`src/hw/rtl/gpct_pkg.sv`:
```
`timescale 1ns / 1ps
package gpct_pkg;

  localparam int TIME_BITS = 63;
  localparam int KEY_FIELD_BITS = 64;

  localparam logic [1:0] OP_READ   = 2'd0;
  localparam logic [1:0] OP_PAUSE  = 2'd1;
  localparam logic [1:0] OP_RESUME = 2'd2;

  typedef struct packed {
    logic [1:0]                kind;
    logic [KEY_FIELD_BITS-1:0] group_key;
    logic [TIME_BITS-1:0]      now_time;
  } in_item_t;

  typedef struct packed {
    logic [TIME_BITS-1:0] adj_time;
    logic                 ok;
    logic                 table_full;
  } out_item_t;

  // one memory word per entry
  typedef struct packed {
    logic [TIME_BITS-1:0] pause_time;
    logic [TIME_BITS-1:0] gap;
  } mem_word_t;

endpackage

```
`src/hw/rtl/gpct_match.sv`:
```
`timescale 1ns / 1ps
module gpct_match #(
  parameter int ENTRIES  = 16,
  parameter int KEY_BITS = 64,
  parameter int SW       = 4
) (
  input  logic [KEY_BITS-1:0] key,
  input  logic [KEY_BITS-1:0] keys [ENTRIES],
  input  logic [ENTRIES-1:0]  valid,
  output logic                hit,
  output logic [SW-1:0]       hit_idx,
  output logic                free_avail,
  output logic [SW-1:0]       free_idx
);

  // lowest matching slot and lowest free slot
  always_comb begin
    hit        = 1'b0;
    hit_idx    = '0;
    free_avail = 1'b0;
    free_idx   = '0;
    for (int i = ENTRIES - 1; i >= 0; i--) begin
      if (valid[i] && keys[i] == key) begin
        hit     = 1'b1;
        hit_idx = SW'(i);
      end
      if (!valid[i]) begin
        free_avail = 1'b1;
        free_idx   = SW'(i);
      end
    end
  end

endmodule

```
`src/hw/rtl/group_pausable_clock_table_top.sv`:
```
`timescale 1ns / 1ps
// pausable group clock table: one beat in, one beat out per request
// result: the request and its time memory word are registered on acceptance;
//   the word is modified, written back and the result beat registered once the
//   output register is free or being emptied; only then is a new request taken
// reset: entry valid and paused flags clear at once; no clearing pass,
//   memory contents and keys are left as they are
module group_pausable_clock_table_top #(
  parameter int ENTRIES  = 16,
  parameter int KEY_BITS = 64
) (
  input  logic                clk,
  input  logic                rst_n,
  input  logic                in_valid,
  output logic                in_stall,
  input  gpct_pkg::in_item_t  in_data,
  output logic                out_valid,
  input  logic                out_stall,
  output gpct_pkg::out_item_t out_data
);
  import gpct_pkg::*;

  // slot index width, at least one bit
  localparam int SW = (ENTRIES > 1) ? $clog2(ENTRIES) : 1;

  // sequencer codes
  localparam logic ST_IDLE = 1'b0;
  localparam logic ST_EXEC = 1'b1;

  logic state_r, state_nxt;

  // key store and per-entry flags live in flip-flops for the parallel match
  logic [KEY_BITS-1:0] keys_r [ENTRIES];
  logic [ENTRIES-1:0]  valid_r, valid_nxt;
  logic [ENTRIES-1:0]  paused_r, paused_nxt;

  // pause time and gap live in a synchronous memory
  mem_word_t mem [ENTRIES];
  mem_word_t rd_data_r;
  logic      mem_we;
  logic [SW-1:0] mem_addr;
  mem_word_t mem_wdata;

  // request captured at acceptance, with its lookup result
  logic [1:0]           kind_r;
  logic [KEY_BITS-1:0]  key_r;
  logic [TIME_BITS-1:0] now_r;
  logic                 hit_r;
  logic [SW-1:0]        hit_idx_r;
  logic                 free_avail_r;
  logic [SW-1:0]        free_idx_r;

  logic                 out_valid_r;
  out_item_t            out_data_r;
  out_item_t            res;

  logic                 hit;
  logic [SW-1:0]        hit_idx;
  logic                 free_avail;
  logic [SW-1:0]        free_idx;
  logic [KEY_BITS-1:0]  in_key;

  logic in_acc;
  logic go;
  logic alloc;

  assign in_key   = in_data.group_key[KEY_BITS-1:0];
  assign in_stall = (state_r != ST_IDLE);
  assign in_acc   = in_valid && !in_stall;
  // finish only once the output register is free or being emptied
  assign go       = (state_r == ST_EXEC) && (!out_valid_r || !out_stall);

  assign out_valid = out_valid_r;
  assign out_data  = out_data_r;

  gpct_match #(
    .ENTRIES  (ENTRIES),
    .KEY_BITS (KEY_BITS),
    .SW       (SW)
  ) u_match (
    .key        (in_key),
    .keys       (keys_r),
    .valid      (valid_r),
    .hit        (hit),
    .hit_idx    (hit_idx),
    .free_avail (free_avail),
    .free_idx   (free_idx)
  );

  // modify stage: works on the registered memory word
  always_comb begin
    res        = '0;
    mem_we     = 1'b0;
    mem_addr   = hit_idx_r;
    mem_wdata  = rd_data_r;
    valid_nxt  = valid_r;
    paused_nxt = paused_r;
    alloc      = 1'b0;
    case (kind_r)
      OP_READ: begin
        res.ok       = 1'b1;
        res.adj_time = now_r;
        if (key_r != '0 && hit_r) begin
          // frozen at the pause time while paused
          res.adj_time = (paused_r[hit_idx_r] ? rd_data_r.pause_time : now_r)
                         - rd_data_r.gap;
        end
      end
      OP_PAUSE: begin
        if (key_r != '0) begin
          if (hit_r) begin
            if (!paused_r[hit_idx_r]) begin
              mem_we                = 1'b1;
              mem_wdata.pause_time  = now_r;
              paused_nxt[hit_idx_r] = 1'b1;
              res.ok                = 1'b1;
            end
          end else if (free_avail_r) begin
            // fresh entry starts with no gap
            alloc                  = 1'b1;
            mem_we                 = 1'b1;
            mem_addr               = free_idx_r;
            mem_wdata.pause_time   = now_r;
            mem_wdata.gap          = '0;
            valid_nxt[free_idx_r]  = 1'b1;
            paused_nxt[free_idx_r] = 1'b1;
            res.ok                 = 1'b1;
          end else begin
            res.table_full = 1'b1;
          end
        end
      end
      OP_RESUME: begin
        if (key_r != '0 && hit_r && paused_r[hit_idx_r]) begin
          mem_we                = 1'b1;
          mem_wdata.gap         = rd_data_r.gap + (now_r - rd_data_r.pause_time);
          paused_nxt[hit_idx_r] = 1'b0;
          res.ok                = 1'b1;
        end
      end
      default: begin
        res = '0;
      end
    endcase
  end

  always_comb begin
    state_nxt = state_r;
    case (state_r)
      ST_IDLE: begin
        if (in_acc) state_nxt = ST_EXEC;
      end
      ST_EXEC: begin
        if (go) state_nxt = ST_IDLE;
      end
      default: begin
        state_nxt = ST_IDLE;
      end
    endcase
  end

  // control state
  always_ff @(posedge clk) begin
    if (!rst_n) begin
      state_r     <= ST_IDLE;
      valid_r     <= '0;
      paused_r    <= '0;
      out_valid_r <= 1'b0;
    end else begin
      state_r <= state_nxt;
      if (go) begin
        valid_r     <= valid_nxt;
        paused_r    <= paused_nxt;
        out_valid_r <= 1'b1;
      end else if (out_valid_r && !out_stall) begin
        out_valid_r <= 1'b0;
      end
    end
  end

  // payload registers
  always_ff @(posedge clk) begin
    if (in_acc) begin
      kind_r       <= in_data.kind;
      key_r        <= in_key;
      now_r        <= in_data.now_time;
      hit_r        <= hit;
      hit_idx_r    <= hit_idx;
      free_avail_r <= free_avail;
      free_idx_r   <= free_idx;
    end
    if (go) begin
      out_data_r <= res;
    end
    if (go && alloc) begin
      keys_r[free_idx_r] <= key_r;
    end
  end

  // time memory: read on acceptance, written back in the modify cycle
  always_ff @(posedge clk) begin
    if (in_acc) begin
      rd_data_r <= mem[hit_idx];
    end
    if (go && mem_we) begin
      mem[mem_addr] <= mem_wdata;
    end
  end

endmodule

```
`config.mk`:
```
export PLATFORM = sky130hd
export DESIGN_NAME = group_pausable_clock_table_top
export DESIGN_NICKNAME = d
export VERILOG_FILES = /design/src/hw/rtl/gpct_pkg.sv /design/src/hw/rtl/gpct_match.sv /design/src/hw/rtl/group_pausable_clock_table_top.sv
export SDC_FILE = /design/constraint.sdc
export NUM_CORES = 2
export LEC_CHECK = 0
export ABC_AREA = 1
export BUFFER_PORTS_ARGS = -buffer_cell sky130_fd_sc_hd__buf_4
export CORE_MARGIN = 4
export CORE_UTILIZATION = 42
export DETAILED_ROUTE_END_ITERATION = 12
export GPL_TIMING_DRIVEN = 0
export HOLD_SLACK_MARGIN = 0.12
export PLACE_DENSITY = 0.58
export SLEW_MARGIN = 20
export SYNTH_ARGS = -nofsm -noshare
export SYNTH_HDL_FRONTEND = slang
export SYNTH_HIERARCHICAL = 1
export SYNTH_SLANG_ARGS = --single-unit
```
`constraint.sdc`:
```
create_clock -name clk -period 17.76 [get_ports clk]
set_input_delay 0 -clock clk [delete_from_list [all_inputs] [get_ports clk]]
set_output_delay 0 -clock clk [all_outputs]
set_load 0.02 [all_outputs]
```
Word-level counts from Yosys, hierarchy flattened
Memory sizes are Yosys's and may differ from the RTL's. A register that Yosys moved wholly into a read port is not among the register bits.
Index checks and enable logic that the tools add are counted.
{"block": "word_totals", "mem_bits_rw": 2016, "reg_bits": 1262, "output_inout_bits": 67, "input_bits": 133, "elab_cells": 198, "memories": 1}
{"name": "mem", "words": 16, "width": 126, "rd": 1, "rd_ports_with_merged_regs": 1, "wr": 1, "line_no": "group_pausable_clock_table_top.sv:38", "rtl": "mem_word_t mem [ENTRIES];"}
{"block": "op_classes", "addsub": 3, "mux": 81, "bitwise": 10, "reduce_logical": 42, "order_cmp": 6, "n_eq_ne": 22}
{"cell": "1024-bit bitwise mux", "count": 1}
{"cell": "64-bit == test", "count": 16}
{"cell": "63-bit 2-to-1 mux", "count": 6}
{"cell": "64-bit demux with 4-bit select", "count": 1}
{"cell": "126-bit 2-to-1 mux", "count": 2}
{"cell": "63-bit case mux with 2 select lines", "count": 1}
{"cell": "63-bit subtractor", "count": 2}
{"cell": "4-bit 2-to-1 mux", "count": 28}
{"cell": "16-bit 2-to-1 mux", "count": 5}
{"cell": "64-bit 2-to-1 mux", "count": 1}
{"cell": "64-bit nonzero test", "count": 1}
{"cell": "63-bit adder", "count": 1}
{"cell": "16-bit bitwise OR", "count": 3}
{"cell": "16-bit case mux with 2 select lines", "count": 1}
{"cell": "1-bit logical AND", "count": 26}
{"cell": "1-bit 2-to-1 mux", "count": 22}
{"cell": "16-bit AND", "count": 1}
{"cell": "16-bit NOT", "count": 1}
{"cell": "15-bit AND reduction", "count": 1}
{"cell": "15-bit OR reduction", "count": 1}
{"cell": "3-bit 2-to-1 mux", "count": 4}
{"cell": "4-bit by 5-bit less-than comparator with 1-bit output (second input constant)", "count": 2}
{"cell": "1-bit demux with 4-bit select", "count": 2}
{"cell": "4-bit by 1-bit >= comparator with 1-bit output (second input constant)", "count": 2}
{"cell": "22 further kinds", "count": 33}

Longest topological paths before layout
{"block": "logic_depth", "ltp_word": 18, "mapped_depth": 36, "ltp_nobuf": 31}

Cells and area by module
The synthesis kept the hierarchy.
{"mod": "group_pausable_clock_table_top", "area_per_inst_um2": 136981.4, "cells_each": 10602, "seq_area_each_um2": 101877.7, "instances": 1}
{"mod": "gpct_match", "area_per_inst_um2": 13663.1, "cells_each": 2454, "seq_area_each_um2": 0.0, "instances": 1}

Worst setup path after synthesis
Ideal clock, no wire load.
{"block": "synth_path", "kind": "register -> register", "start": "register state_r (netlist: in_stall)", "end": "register free_avail_r, enable pin", "synth_period_minus_slack_ns": 12.317, "setup_ns": 0.905, "required_time_ns": 16.855, "path_stages_with_launch": 2, "n_path_buf": 0, "arrival_ns": 11.412, "slack_ns": 5.443, "cell_sequence": "dfxtp_1 nor2_1"}
{"block": "synth_via", "elab_chain_len": 2}
{"item": "start, declared", "line_no": "group_pausable_clock_table_top.sv:30", "rtl": "logic state_r, state_nxt;"}
{"item": "start signal, assigned", "line_no": "group_pausable_clock_table_top.sv:170", "rtl": "state_r <= state_nxt;"}
{"item": "1-bit zero test", "line_no": "group_pausable_clock_table_top.sv:69", "rtl": "assign in_acc = in_valid && !in_stall;"}
{"item": "1-bit logical AND", "line_no": "group_pausable_clock_table_top.sv:69"}
{"item": "via in_acc", "line_no": "group_pausable_clock_table_top.sv:63", "rtl": "logic in_acc;"}
{"item": "end signal, assigned", "line_no": "group_pausable_clock_table_top.sv:189", "rtl": "free_avail_r <= free_avail;"}
{"item": "end, declared", "line_no": "group_pausable_clock_table_top.sv:50", "rtl": "logic free_avail_r;"}
The timed path passes the listed nets, and every way through them passes these cells.
A chain may end at the register's enable or synchronous reset.

Worst setup path in the final report
{"block": "layout_path", "start": "input port in_data[94] (netlist name)", "end": "register, netlist name rd_data_r[119]"}
{"block": "layout_via", "elab_chain_len": 18, "elab_cells_between_ends": 48, "classes_between": "eq/ne: 16; mux: 16; reduce/logical: 16"}
{"item": "start, declared", "line_no": "group_pausable_clock_table_top.sv:16", "rtl": "input gpct_pkg::in_item_t in_data,"}
{"item": "64-bit == test", "line_no": "gpct_match.sv:23", "rtl": "if (valid[i] && keys[i] == key) begin"}
{"item": "1-bit logical AND", "line_no": "gpct_match.sv:23"}
{"item": "4-bit 2-to-1 mux (15 in a row)", "line_no": "gpct_match.sv:23"}
{"item": "4-bit 2-to-1 mux (*)", "line_no": "gpct_match.sv:23"}
{"item": "via hit_idx[0]", "line_no": "group_pausable_clock_table_top.sv:58", "rtl": "logic [SW-1:0] hit_idx;"}
The timed path passes the listed nets; every way through them passes the cells marked *.

==> run metrics <==
max_cap viols 0; multi-input logic area approximately 42000 um2; Slew Viols, Final 0; Setup Buffers After CTS 0; Pre-antenna DRT Iters 9; # resized after CTS 0; IO buf count 199; Pleak 65.19 nW; RSZ-0062 raised after global routing no; vias in the first global route roughly 110k; Die Span X between 600 and 700 um; Sequential Power Share between 40 and 50%; initial antenna violation count approximately 80; Mapped Area about 150000 um2; residual DRC count 0; startpoint types input port; Crit path arrival time 9.28 ns; final worst-path cycle share between 40% and 50%; register area between 100000 and 150000 um2; H-tree levels 5; Worst Setup End Kind flop; Starting Density a little over two fifths; Core ar. 356500 um2; most common cell after layout, fill and taps aside edfxtp_1; Overflow after GRT 0; Avg Synthesized Cell Area around 12 um2; Combinational Power Share about a tenth; pre-CTS WS slightly above 9 ns; Clk pwr share between 40% and 50%; CP Class in -> reg; Internal 13.90 mW; Power per Cell Area slightly above 100 nW/um2; dpl cell area between 150000 and 200000 um2; Design Area, Final about 180000 um2; critical-path maximum fanout 10; # IOs 200; Fmax 114.6 MHz; normalized max-slew margin 4.379%; die area 368300 um2; routed len/inst between 30 and 40 um; worst skew pair latency 1.02 ns; Psw 4.733 mW; clk root buf clkbuf_16; EDFF count, synth 3370; CTS tree built; DRT iter0 DRCs 21620; synth warn 6; GP Congestion 1.053; Reg clk slew, reported paths 0.06 ns; Overall Power approximately 19 mW; Area growth, synth to finish 20.50%; run status finished, final reports clean; largest net degree at the start of global routing 44; Gate Count Post-Synth approximately 13000; global-route wire length before repair a little over 900000 um; Fin. Hold Viols 0; Post-Route WL 704400 um; Async S/R FF share, synth 0%; ratio of cells with drive above 1 in the final layout between 10% and 20%; DR vias/cell 6.208; Peak supply drop ~0.090 mV; clock sinks 3404; via count 120700; Fill cells 31190; Setup violations, final 0; hpwl dp roughly 530000 um; Switching Fraction roughly a quarter; commonest cells after routing, fill and taps aside 3370 x edfxtp_1, 1954 x nand2_1, 1737 x nor2_1; Routed Antenna Nets 0; Clock Path Buffers 4; synthesized net count 13380; clk_skew roughly 0.13 ns; final setup margin 9.033 ns; CTS buffer count 364; Worst EP required around 18 ns; total track usage 37.13%; Yosys reg bits ~3400; Final #Nets between 10000 and 15000; register area share after synthesis around 68%; Final min period between 8 and 9 ns; Netlist cell types 70; Die Y about 610 um; worst hold path type in -> reg; top_reg_cell synth edfxtp_1; Rows 219; Worst Tran Pin Value ~1.4 ns
## worst max-delay path, stage by stage
cell and delay [ns]:
dlygate4sd3_1 0.54, buf_4 0.14, buf_4 0.27, inv_1 0.15
buf_4 0.31, nor2_1 0.07, nor4b_1 1.10, nand4_1 0.25
nor2_2 0.70, nand3_1 0.40, nand2_1 0.16, nand2_1 0.12
nand2_1 0.08, nand2_1 0.05, nand2_1 0.05, nand2_1 0.06
nand2_1 0.06, nand2_1 0.12, a21oi_2 0.43, buf_2 0.67
buf_2 0.60, buf_4 0.35, buf_2 0.50, clkbuf_1 0.58
nor2_1 0.14, o22ai_1 0.35, nor2_1 0.16, o22ai_1 0.81
## power groups by stage
stage | sequential (mW) | combinational (mW) | clock (mW)
finish | 9.06 | 1.78 | 7.79
global route | 9.06 | 1.82 | 8.13
CTS | 9.06 | 1.69 | 7.80
detailed placement | 9.23 | 1.63 | 0
global placement | 9.37 | 1.40 | 0
floorplan | 9.19 | 0.741 | 0
## final cells by class
class	instances	area share, %
tap	4751	3.275
multi-input combinational	7948	23.36
buffer	664	1.805
clock buffer	442	5.261
antenna	37	0.05101
clock inverter	232	1.378
inverter	1040	2.155
sequential	3404	56.12
timing repair buffer	931	6.594
## final timing paths
path,startpoint,to,slack [ns],cells after the start
worst min-delay path,in_data[57],now_r[57],0.27,3
worst max register to register,keys_r[396],rd_data_r[119],9.06,24
worst max-delay path,in_data[94],rd_data_r[119],9.03,28
worst min register to register,valid_r[0],valid_r[0],0.49,2
## synth_stat cells (132+ instances only)
cell	n	share of area, %
xnor2_1	213	1.2
o221ai_1	212	1.2
clkbuf_1	403	1.0
nor2_1	1768	4.4
o22ai_1	574	2.4
inv_1	987	2.5
buf_2	132	0.44
o21ai_0	1609	5.3
edfxtp_1	3370	67
nand3_1	280	0.93
a21oi_1	238	0.79
nand2_1	1956	4.9
## per-layer routing
layer	up-vias	track usage (%)	part of all wire [%]
met1	59880	51.10	38
met5	-	0	0.027
li1	49520	-	-
met4	26	19.95	6.7
met2	9603	52.11	41
met3	1725	11.89	15
## registers in the layout (all words and copies together) (netlist names), 4 cells and up
register    cells
valid_r        16
now_r          63
key_r          64
out_data       65
paused_r       16
rd_data_r     126
mem          2016
hit_idx_r       4
keys_r       1024
free_idx_r      4
## timing repair
action / in CTS / in global routing
hold buffers: 266 / 0
hold endpoints to repair: 279 / 0
setup endpoints to repair: 0 / 0
## stage by stage
stage	instances	hold WS, ns	setup TNS (ns)	util [%]
global placement	18010	0.1787	-6853.61	44.34
CTS	19410	0.2228	0	50.88
global route	19420	0.2843	0	50.90
finish	19450	0.2665	0	50.92
floorplan	13060	0.09887	0	-
detailed placement	18470	0.1793	0	46.75
## logic make-up after synthesis
logic type               after synthesis  synth area share [%]
buffers and inverters               1704                 4.743
AND/OR/NAND/NOR                     4351                 11.69
adder cells (fa/ha/maj)              192                 1.909
AO/OA/AOI/OAI                       3054                 11.98
XOR/XNOR                             337                 1.959
flip-flops                          3404                 67.63
multiplexers                          14               0.09302
(Power assumes the default switching activity.)
